--- src/hdl/i2cm_pkg.sv ---
`timescale 1ns / 1ps
// ----------------------------------------------------------------------------
// I2C master bit engine package
// Beat types, command codes, engine state and small timing helpers.
// ----------------------------------------------------------------------------
package i2cm_pkg;

    localparam logic [2:0] K_TICK  = 3'd0;
    localparam logic [2:0] K_START = 3'd1;
    localparam logic [2:0] K_STOP  = 3'd2;
    localparam logic [2:0] K_WRITE = 3'd3;
    localparam logic [2:0] K_READ  = 3'd4;

    localparam logic [7:0] MSB_MASK = 8'h80;

    localparam logic [4:0] LEN_START = 5'd4;
    localparam logic [4:0] LEN_STOP  = 5'd2;
    localparam logic [4:0] LEN_WRITE = 5'd27;
    localparam logic [4:0] LEN_READ  = 5'd19;

    // Write phases: 24 data ticks, then SDA release, SCL high, ack sample.
    localparam logic [4:0] WR_LAST_BIT = 5'd23;
    localparam logic [4:0] WR_RELEASE  = 5'd24;
    localparam logic [4:0] WR_ACK_HIGH = 5'd25;
    // Read phases: 16 sample ticks, then ack drive, SCL high, SCL low.
    localparam logic [4:0] RD_ACK_DRIVE = 5'd16;
    localparam logic [4:0] RD_ACK_HIGH  = 5'd17;

    typedef struct packed {
        logic [2:0] kind;
        logic [7:0] data;
        logic       drive_ack;
        logic       sda_in;
    } t_in_item;

    typedef struct packed {
        logic       scl_out;
        logic       sda_out;
        logic       busy_res;
        logic       done_res;
        logic [7:0] read_data;
        logic       nack;
        logic       cmd_ignored;
    } t_out_item;

    typedef enum logic [4:0] {
        OP_IDLE  = 5'b00001,
        OP_START = 5'b00010,
        OP_STOP  = 5'b00100,
        OP_WRITE = 5'b01000,
        OP_READ  = 5'b10000
    } t_op;

    typedef struct packed {
        t_op        op;
        logic [4:0] phase;
        logic [7:0] shift_byte;
        logic [7:0] rx_byte;
        logic       ack_choice;
        logic       scl_level;
        logic       sda_level;
        logic       nack_flag;
    } t_state;

    function automatic logic [4:0] op_last_phase(input t_op op);
        logic [4:0] len;
        case (op)
            OP_START: len = LEN_START;
            OP_STOP:  len = LEN_STOP;
            OP_WRITE: len = LEN_WRITE;
            OP_READ:  len = LEN_READ;
            default:  len = 5'd1;
        endcase
        return len - 5'd1;
    endfunction

    // Position of a write data tick within its three-tick bit slot.
    function automatic logic [1:0] wr_sub(input logic [4:0] p);
        logic [1:0] sub;
        case (p) inside
            5'd0, 5'd3, 5'd6, 5'd9, 5'd12, 5'd15, 5'd18, 5'd21:   sub = 2'd0;
            5'd1, 5'd4, 5'd7, 5'd10, 5'd13, 5'd16, 5'd19, 5'd22:  sub = 2'd1;
            default:                                              sub = 2'd2;
        endcase
        return sub;
    endfunction

endpackage

--- src/hdl/i2cm_tick.sv ---
`timescale 1ns / 1ps
// ----------------------------------------------------------------------------
// I2C master tick logic
// Computes the next engine state and the result beat for one tick.
// ----------------------------------------------------------------------------
module i2cm_tick (
    input  i2cm_pkg::t_state    i_state,
    input  i2cm_pkg::t_in_item  i_item,
    output i2cm_pkg::t_state    o_state,
    output i2cm_pkg::t_out_item o_item
);
    import i2cm_pkg::*;

    t_state     st;
    logic       is_cmd;
    logic       busy;
    logic       done;
    logic       ignored;
    logic [4:0] p;

    always_comb begin
        st      = i_state;
        busy    = 1'b0;
        done    = 1'b0;
        ignored = 1'b0;
        is_cmd  = (i_item.kind inside {[K_START:K_READ]});

        // An idle engine takes the command and runs its first tick at once.
        if (i_state.op == OP_IDLE) begin
            if (is_cmd) begin
                st.phase = 5'd0;
                case (i_item.kind)
                    K_START: st.op = OP_START;
                    K_STOP:  st.op = OP_STOP;
                    K_WRITE: begin
                        st.op         = OP_WRITE;
                        st.shift_byte = i_item.data;
                    end
                    default: begin
                        st.op         = OP_READ;
                        st.shift_byte = 8'd0;
                        st.ack_choice = i_item.drive_ack;
                    end
                endcase
            end
        end else if (is_cmd) begin
            ignored = 1'b1;
        end

        p = st.phase;
        case (st.op)
            OP_START: begin
                case (p)
                    5'd0:    st.sda_level = 1'b1;
                    5'd1:    st.scl_level = 1'b1;
                    5'd2:    st.sda_level = 1'b0;
                    default: st.scl_level = 1'b0;
                endcase
            end
            OP_STOP: begin
                if (p == 5'd0) begin
                    st.sda_level = 1'b0;
                    st.scl_level = 1'b1;
                end else begin
                    st.sda_level = 1'b1;
                end
            end
            OP_WRITE: begin
                if (p < WR_RELEASE) begin
                    case (wr_sub(p))
                        2'd0:    st.sda_level = |(st.shift_byte & MSB_MASK);
                        2'd1:    st.scl_level = 1'b1;
                        default: begin
                            st.scl_level  = 1'b0;
                            st.shift_byte = {st.shift_byte[6:0], 1'b0};
                            if (p == WR_LAST_BIT) begin
                                st.sda_level = 1'b1;
                            end
                        end
                    endcase
                end else if (p == WR_RELEASE) begin
                    st.sda_level = 1'b1;
                end else if (p == WR_ACK_HIGH) begin
                    st.scl_level = 1'b1;
                end else begin
                    st.nack_flag = i_item.sda_in;
                    st.scl_level = 1'b0;
                end
            end
            OP_READ: begin
                if (p < RD_ACK_DRIVE) begin
                    if (!p[0]) begin
                        st.scl_level = 1'b1;
                    end else begin
                        st.shift_byte = {st.shift_byte[6:0], i_item.sda_in};
                        st.scl_level  = 1'b0;
                    end
                end else if (p == RD_ACK_DRIVE) begin
                    st.sda_level = !st.ack_choice;
                end else if (p == RD_ACK_HIGH) begin
                    st.scl_level = 1'b1;
                end else begin
                    st.scl_level = 1'b0;
                    if (st.ack_choice) begin
                        st.sda_level = 1'b1;
                    end
                    st.rx_byte = st.shift_byte;
                end
            end
            default: begin
            end
        endcase

        if (st.op != OP_IDLE) begin
            busy = 1'b1;
            if (p == op_last_phase(st.op)) begin
                done     = 1'b1;
                st.op    = OP_IDLE;
                st.phase = 5'd0;
            end else begin
                st.phase = p + 5'd1;
            end
        end
    end

    assign o_state = st;

    always_comb begin
        o_item.scl_out     = st.scl_level;
        o_item.sda_out     = st.sda_level;
        o_item.busy_res    = busy;
        o_item.done_res    = done;
        o_item.read_data   = st.rx_byte;
        o_item.nack        = st.nack_flag;
        o_item.cmd_ignored = ignored;
    end

endmodule

--- src/hdl/i2c_master_bit_engine.sv ---
`timescale 1ns / 1ps
// Each result beat is registered and shown in the cycle after its input beat is accepted.
// Throughput: one tick per cycle unless a result stalls; the whole tick update
// is a single pass of the tick logic into the state and output registers.
// Reset: synchronous, active low; both lines released high, engine idle,
// no result beat pending.
// ----------------------------------------------------------------------------
// I2C master bit engine
// Runs start, stop, write and read commands one tick per beat.
// ----------------------------------------------------------------------------
module i2c_master_bit_engine (
    input  logic                i_clk,
    input  logic                i_rst_n,
    input  logic                i_in_valid,
    output logic                o_in_ready,
    input  i2cm_pkg::t_in_item  i_in_item,
    output logic                o_out_valid,
    input  logic                i_out_ready,
    output i2cm_pkg::t_out_item o_out_item
);
    import i2cm_pkg::*;

    t_state    r_state;
    t_state    n_state;
    t_out_item r_out;
    t_out_item n_out;
    logic      r_out_valid;
    logic      in_accept;

    i2cm_tick u_tick (
        .i_state (r_state),
        .i_item  (i_in_item),
        .o_state (n_state),
        .o_item  (n_out)
    );

    // The output register frees up in the same cycle its beat is taken.
    assign o_in_ready = !r_out_valid || i_out_ready;
    assign in_accept  = i_in_valid && o_in_ready;

    always_ff @(posedge i_clk) begin
        if (!i_rst_n) begin
            r_state.op         <= OP_IDLE;
            r_state.phase      <= 5'd0;
            r_state.shift_byte <= 8'd0;
            r_state.rx_byte    <= 8'd0;
            r_state.ack_choice <= 1'b0;
            r_state.scl_level  <= 1'b1;
            r_state.sda_level  <= 1'b1;
            r_state.nack_flag  <= 1'b0;
            r_out_valid        <= 1'b0;
        end else begin
            if (in_accept) begin
                r_state     <= n_state;
                r_out_valid <= 1'b1;
            end else if (i_out_ready) begin
                r_out_valid <= 1'b0;
            end
        end
    end

    always_ff @(posedge i_clk) begin
        if (in_accept) begin
            r_out <= n_out;
        end
    end

    assign o_out_valid = r_out_valid;
    assign o_out_item  = r_out;

endmodule

--- config.mk ---
export PLATFORM = sky130hd
export DESIGN_NAME = i2c_master_bit_engine
export DESIGN_NICKNAME = d
export VERILOG_FILES = /design/src/hdl/i2cm_pkg.sv /design/src/hdl/i2cm_tick.sv /design/src/hdl/i2c_master_bit_engine.sv
export SDC_FILE = /design/constraint.sdc
export NUM_CORES = 1
export LEC_CHECK = 0
export CORE_MARGIN = 4
export CORE_UTILIZATION = 40
export CTS_CLUSTER_DIAMETER = 150
export DETAILED_ROUTE_END_ITERATION = 12
export DONT_BUFFER_PORTS = 1
export HOLD_SLACK_MARGIN = 0.08
export SLEW_MARGIN = 10
export SYNTH_ARGS = -nofsm -noshare
export SYNTH_HDL_FRONTEND = slang
export SYNTH_SLANG_ARGS = --single-unit
--- constraint.sdc ---
create_clock -name i_clk -period 3.8 [get_ports i_clk]
set_input_delay 0.19 -clock i_clk [delete_from_list [all_inputs] [get_ports i_clk]]
set_output_delay 0.19 -clock i_clk [all_outputs]
set_load 0.02 [all_outputs]
==> flow_summary.json, run 1 <==
{
  "cts_max_level": 2,
  "pre_cts_ws_ns": 0.392,
  "arrival_ns": 3.67,
  "reg2reg_to": "o_out_item[10]",
  "viasPerCell": 6.23,
  "max-vdd-ir-drop_mv": 0.159,
  "fin_area_mm2": 0.00324,
  "slowest_delay_ns": 0.59,
  "slowest_stage": "dfxtp_1",
  "path_max_fanout": 15,
  "wire_per_inst_um": 18.1,
  "fill_cells": 721,
  "crit_cells": 11,
  "synth_edf_count": 14,
  "path_clk_slew_ns": 0.09,
  "vias": 2818,
  "startpoint_type": "flip-flop",
  "placed_area_mm2": 0.00312,
  "dp_hpwl_mm": 5.69,
  "synthTopCellsByArea": "dfxtp_1 20%, edfxtp_1 14%, a21oi_1 5.4%",
  "ctsLongestPathBuffers": 2,
  "cts_buffers": 5,
  "path_buf_inv": 1,
  "clock_latency_ns": 0.31,
  "cts-root-buf": "clkbuf_8",
  "area_growth_pct": 6.02,
  "finalCritPeriodShare_pct": 91.8,
  "drive_gt1_share_pct": 13.3,
  "dieWidth_um": 95.4,
  "power_density_mw_per_mm2": 352,
  "seq_area_frac_synth_pct": 34.1,
  "rrSetupSlack_ns": 0.31,
  "grt_usage_pct": 18.9,
  "rsz0062_at_grt": "false",
  "p_leak_nw": 1.17,
  "die_h_um": 95.4,
  "min_period_ns": 3.49,
  "maxCapViolations": 0,
  "async_reset_ff_share_pct": 0,
  "antenna_found_initial": 0,
  "yosys_most_used_dff": "dfxtp_1",
  "setup_viol": 0,
  "final_nets": 371,
  "rows": 31,
  "multi_input_area_mm2": 0.00183,
  "yosys_register_bits": 45,
  "grt_overflow": 0,
  "grt_pass1_vias": 2584,
  "endpoint": "o_out_item[10]",
  "crit_required_ns": 3.99,
  "crit_chain": "or3b_1, a211oi_1, o311a_1, a21oi_1, ha_1, xor2_1, or4b_1, a211o_1, a221oi_2, buf_4, and2_1",
  "drtIter0Drc": 257,
  "avgSynthCellArea_um2": 8.46,
  "drtPass1Iterations": 6,
  "r2r-start": "r_state[25]",
  "hold_path_class": "in2reg",
  "initial_utilization_pct": 41.7,
  "portBuffers": 0,
  "grt_max_degree": 31,
  "cts_tree": "done",
  "syn_nets": 380,
  "status": "complete, no violations",
  "slew_violations": 0,
  "synthCells": 361,
  "endpoint_kind": "flip-flop",
  "regArea_mm2": 0.00104,
  "max_freq_mhz": 287,
  "worst_slack_ns": 0.313,
  "tightest_slew_ns": 1.09,
  "cts_setup_buffers": 0,
  "wl_mm": 8.19,
  "relSlewSlack_pct": 27.2,
  "yosys.area.top_type": "dfxtp_1",
  "synth_cell_types": 67,
  "final_hold_viol_count": 0,
  "crit_family": "simple AND/OR/NAND/NOR gates",
  "ant_nets": 0,
  "ios": 33,
  "die_area_mm2": 0.00910,
  "ys_warn_count": 0,
  "clock_sinks": 45,
  "gp_congestion": 0.921,
  "reg2reg_depth": 11,
  "critPathKind": "reg2reg",
  "whs_ns": 0.103,
  "drc": 0,
  "synth_top_area_share_pct": 20.3,
  "grt_pass1_wl_mm": 13.4,
  "crit_start": "r_state[25]",
  "skew_ns": 0.00531,
  "antenna_cells": 0,
  "core_area_mm2": 0.00733,
  "syn-cell-area_mm2": 0.00305,
  "total_power_w": 0.00114,
  "fin_tns_setup_ns": 0
}
## kinds of logic after synthesis
| group | synth area share (%) |
|---|---|
| buffers and inverters | 6.02 |
| adder cells (fa/ha/maj) | 0.819 |
| AO/OA/AOI/OAI | 28.4 |
| AND/OR/NAND/NOR | 23.6 |
| flip-flops | 34.1 |
| XOR/XNOR | 1.15 |
| multiplexers | 5.94 |
## synthesized netlist by cell type (2+ instances only)
cell type  instances
a21oi_1           33
o21ai_0           33
dfxtp_1           31
nand2_1           26
clkbuf_1          22
nor2b_1           15
edfxtp_1          14
nor3_1            14
nor2_1            13
nand3_1           12
a31oi_1           10
inv_1              9
mux2_2             9
mux2i_1            8
o22ai_1            8
o211ai_1           6
a211o_1            5
a21boi_0           5
or3_1              5
a211oi_1           4
nor3b_1            4
o31ai_1            4
a21o_1             3
buf_2              3
buf_6              3
nand2b_1           3
nand3b_1           3
nor4_1             3
xor2_1             3
a221oi_1           2
a311oi_2           2
and3b_1            2
and4_1             2
buf_4              2
ha_1               2
nand4_1            2
o21ba_2            2
o31a_1             2
o41ai_1            2
or2_2              2
or4_1              2
## sequential cells by signal (all words and copies together), names as in the netlist
name / cells
r_state: 30
o_out_valid: 1
o_out_item: 14
## what timing repair did
item	in CTS	in global routing
resized for setup	0	0
hold buffers	3	0
endpoints found under the hold margin	29	0
## final cells by class
class | count | area share [%]
Multi-Input combinational cell | 276 | 56.5
Sequential cell | 45 | 32.1
Tap cell | 99 | 3.83
Timing Repair Buffer | 15 | 3.71
Clock buffer | 5 | 2.13
Inverter | 9 | 1.04
Clock inverter | 3 | 0.657
## routing by layer
layer	global-route usage, %	up-vias	wire, um
met5	0	-	0
met1	25.1	1344	3790
met2	29.3	110	3650
met3	4.81	16	553
li1	-	1348	-
met4	7.82	0	198
## worst reg2reg max path, delay by kind of cell (launching register included)
kind	cells	cell delay, ns
fa+ha+maj	1	0.24
flops	1	0.59
simple gates	3	1.12
xor+xnor	1	0.17
compound gates	5	1.02
buf+inv	1	0.22
## placed cells by master (no fill, tap or decap), drive strengths merged, types with 9 or more instances in the layout
| cell type | n |
|---|---|
| nor2b | 15 |
| dfxtp | 31 |
| edfxtp | 14 |
| mux2 | 9 |
| o21ai | 33 |
| buf | 12 |
| nand3 | 12 |
| nor3 | 15 |
| a31oi | 10 |
| nor2 | 14 |
| a21oi | 33 |
| nand2 | 26 |
| inv | 10 |
## through the flow
step                      cells  util (%)
final                       452      44.2
after global routing        452      44.2
after CTS                   452      44.2
after detailed placement    441      42.5
after global placement      441      42.5
after floorplan             361         -
## power breakdown
part,internal [W],switching (W),total (W)
Sequential,0.000523,0.0000408,0.000564
Combinational,0.000103,0.000157,0.000260
Clock,0.000131,0.000185,0.000316
## worst min-delay path by stage
stage	startpoint	endpoint	slack (ns)	cells past startpoint
2_1_floorplan	i_in_valid	o_out_valid	0.33	2
3_3_place_gp	i_rst_n	r_state[2]	0.29	1
3_5_place_dp	i_rst_n	r_state[2]	0.30	1
4_1_cts	i_rst_n	r_state[24]	0.09	2
5_1_grt	i_in_item[0]	o_out_item[1]	0.10	1
6_report	i_in_item[0]	r_state[12]	0.10	2
No activity file was read; power rests on OpenSTA's default activity.
==> run 2: changes to the inputs <==
--- a/config.mk
+++ b/config.mk
@@ -5,6 +5,7 @@
 export SDC_FILE = /design/constraint.sdc
 export NUM_CORES = 1
 export LEC_CHECK = 0
+export CORE_ASPECT_RATIO = 0.75
 export CORE_MARGIN = 4
 export CORE_UTILIZATION = 40
 export CTS_CLUSTER_DIAMETER = 150
==> run 2 against run 1 <==
Hold slack worse by 0.0092 ns. Utilization down 0.099 points. Fmax down 1.9%. Sequential cell count unchanged. First-iteration DRC count down 17%. Routed wire length up 3.2%. Die area up 0.16%. Power up 5.1%. Count of clock-buffer cells in the layout up 1. Clock skew up 0.0029 ns. Combinational power up 4%. Largest cell class unchanged.
==> flow_summary.json, run 2 (same netlist as run 1, synthesis figures left out) <==
{
  "vias": 2825,
  "largest_register": "r_state",
  "rows": 27,
  "relSlewSlack_pct": 23.5,
  "startpoint_type": "flip-flop",
  "instances_no_fill": 455,
  "ant_nets": 0,
  "grt_pass1_wl_mm": 13.8,
  "cts_max_level": 2,
  "rsz0062_at_grt": "false",
  "fill_cells": 719,
  "max_freq_mhz": 281,
  "core_area_mm2": 0.00740,
  "final_cell_mix": "33 x a21oi_1, 33 x o21ai_0, 31 x dfxtp_1",
  "fin_area_mm2": 0.00326,
  "die_h_um": 83.7,
  "critPathKind": "reg2reg",
  "final_hold_viol_count": 0,
  "initial_utilization_pct": 41.3,
  "grt_usage_pct": 18.9,
  "die_area_mm2": 0.00911,
  "grt_overflow": 0,
  "cts_resized": 0,
  "hold_path_class": "in2reg",
  "slowest_delay_ns": 0.54,
  "clock_latency_ns": 0.30,
  "p_leak_nw": 1.18,
  "min_period_ns": 3.55,
  "whs_ns": 0.0939,
  "fin_tns_setup_ns": 0,
  "dieWidth_um": 109,
  "ctsLongestPathBuffers": 2,
  "wl_mm": 8.46,
  "gp_congestion": 0.938,
  "viasPerCell": 6.21,
  "crit_chain": "or3b_1, a211oi_1, o311a_1, a21oi_1, ha_1, xor2_1, or4b_1, a211o_1, a221oi_2, buf_4, and2_1",
  "arrival_ns": 3.74,
  "ios": 33,
  "skew_ns": 0.00817,
  "crit_required_ns": 3.98,
  "clock_sinks": 45,
  "tightest_slew_ns": 1.14,
  "cts_tree": "done",
  "largest_register_ffs": 30,
  "cts_buffers": 5,
  "grt_pass1_vias": 2523,
  "cts-root-buf": "clkbuf_8",
  "dp_hpwl_mm": 5.98,
  "placed_area_mm2": 0.00312,
  "portBuffers": 0,
  "path_clk_slew_ns": 0.09,
  "finalCritPeriodShare_pct": 93.5,
  "wire_per_inst_um": 18.6,
  "final_nets": 371,
  "path_max_fanout": 11,
  "drc": 0,
  "antenna_found_initial": 1,
  "drive_gt1_share_pct": 13.0,
  "max-vdd-ir-drop_mv": 0.148,
  "slowest_stage": "or3b_1",
  "endpoint_kind": "flip-flop",
  "power_density_mw_per_mm2": 367,
  "status": "complete, no violations",
  "setup_viol": 0,
  "area_growth_pct": 6.76,
  "slew_violations": 0,
  "maxCapViolations": 0,
  "drtIter0Drc": 213,
  "place_inst": 443,
  "grt_max_degree": 31,
  "drtPass1Iterations": 4
}
## run 2: cell types whose count changed in the layout (fill, tap and decap cells not counted), sizes merged
cell and delta:
diode +1, bufinv +1, clkinvlp -1, clkbuf +1, inv -1
## run 2: repair_timing
item                      CTS  global route
hold buffers                3             0
setup buffers               0             0
hold endpoints to repair   29             0
## run 2: metrics by stage
step	util, %	setup WS, ns	power, W
6_report	44.1	0.246	0.00120
4_1_cts	44.0	0.313	0.00120
5_1_grt	44.1	0.141	0.00126
3_5_place_dp	42.2	0.346	0.000829
3_3_place_gp	42.2	0.411	0.000830
2_1_floorplan	-	0.558	0.000768
## run 2: worst max-delay path: cells and delay by family, from the launching register on
| family | cells | cell delay [ns] |
|---|---|---|
| xor+xnor | 1 | 0.19 |
| fa+ha+maj | 1 | 0.24 |
| flops | 1 | 0.42 |
| simple gates | 3 | 1.13 |
| buf+inv | 1 | 0.22 |
| compound gates | 5 | 1.23 |
## run 2: final timing paths
path	startpoint	end	slack (ns)	cells past startpoint
setup reg to reg	r_state[26]	o_out_item[10]	0.25	11
hold / removal	i_rst_n	r_state[23]	0.09	2
setup / recovery	r_state[26]	o_out_item[10]	0.25	11
hold reg to reg	r_state[3]	r_state[3]	0.49	2
## run 2: power by group
part	total (W)	switching, W	internal [W]
registers	0.000562	0.0000385	0.000523
clock network	0.000367	0.000171	0.000195
logic	0.000270	0.000166	0.000103
total	0.00120	0.000376	0.000822
## run 2: layout make-up
type | instances | area [um^2] | area share, %
multi-input cells | 276 | 1830 | 56.1
clock buffers | 6 | 72.6 | 2.23
repair buffers | 15 | 120 | 3.68
inverters | 9 | 33.8 | 1.04
diodes | 1 | 2.50 | 0.0767
well taps | 101 | 126 | 3.88
clock inverters | 2 | 35.0 | 1.07
flip-flops and latches | 45 | 1040 | 31.9
## run 2: routing by layer
metal  wire length, um  share of wire [%]  GRT usage [%]
met5                 0                  0              0
met3               692                8.2           3.79
met1              4330                 51           31.3
met2              3400                 40           24.7
met4                31               0.37           3.44
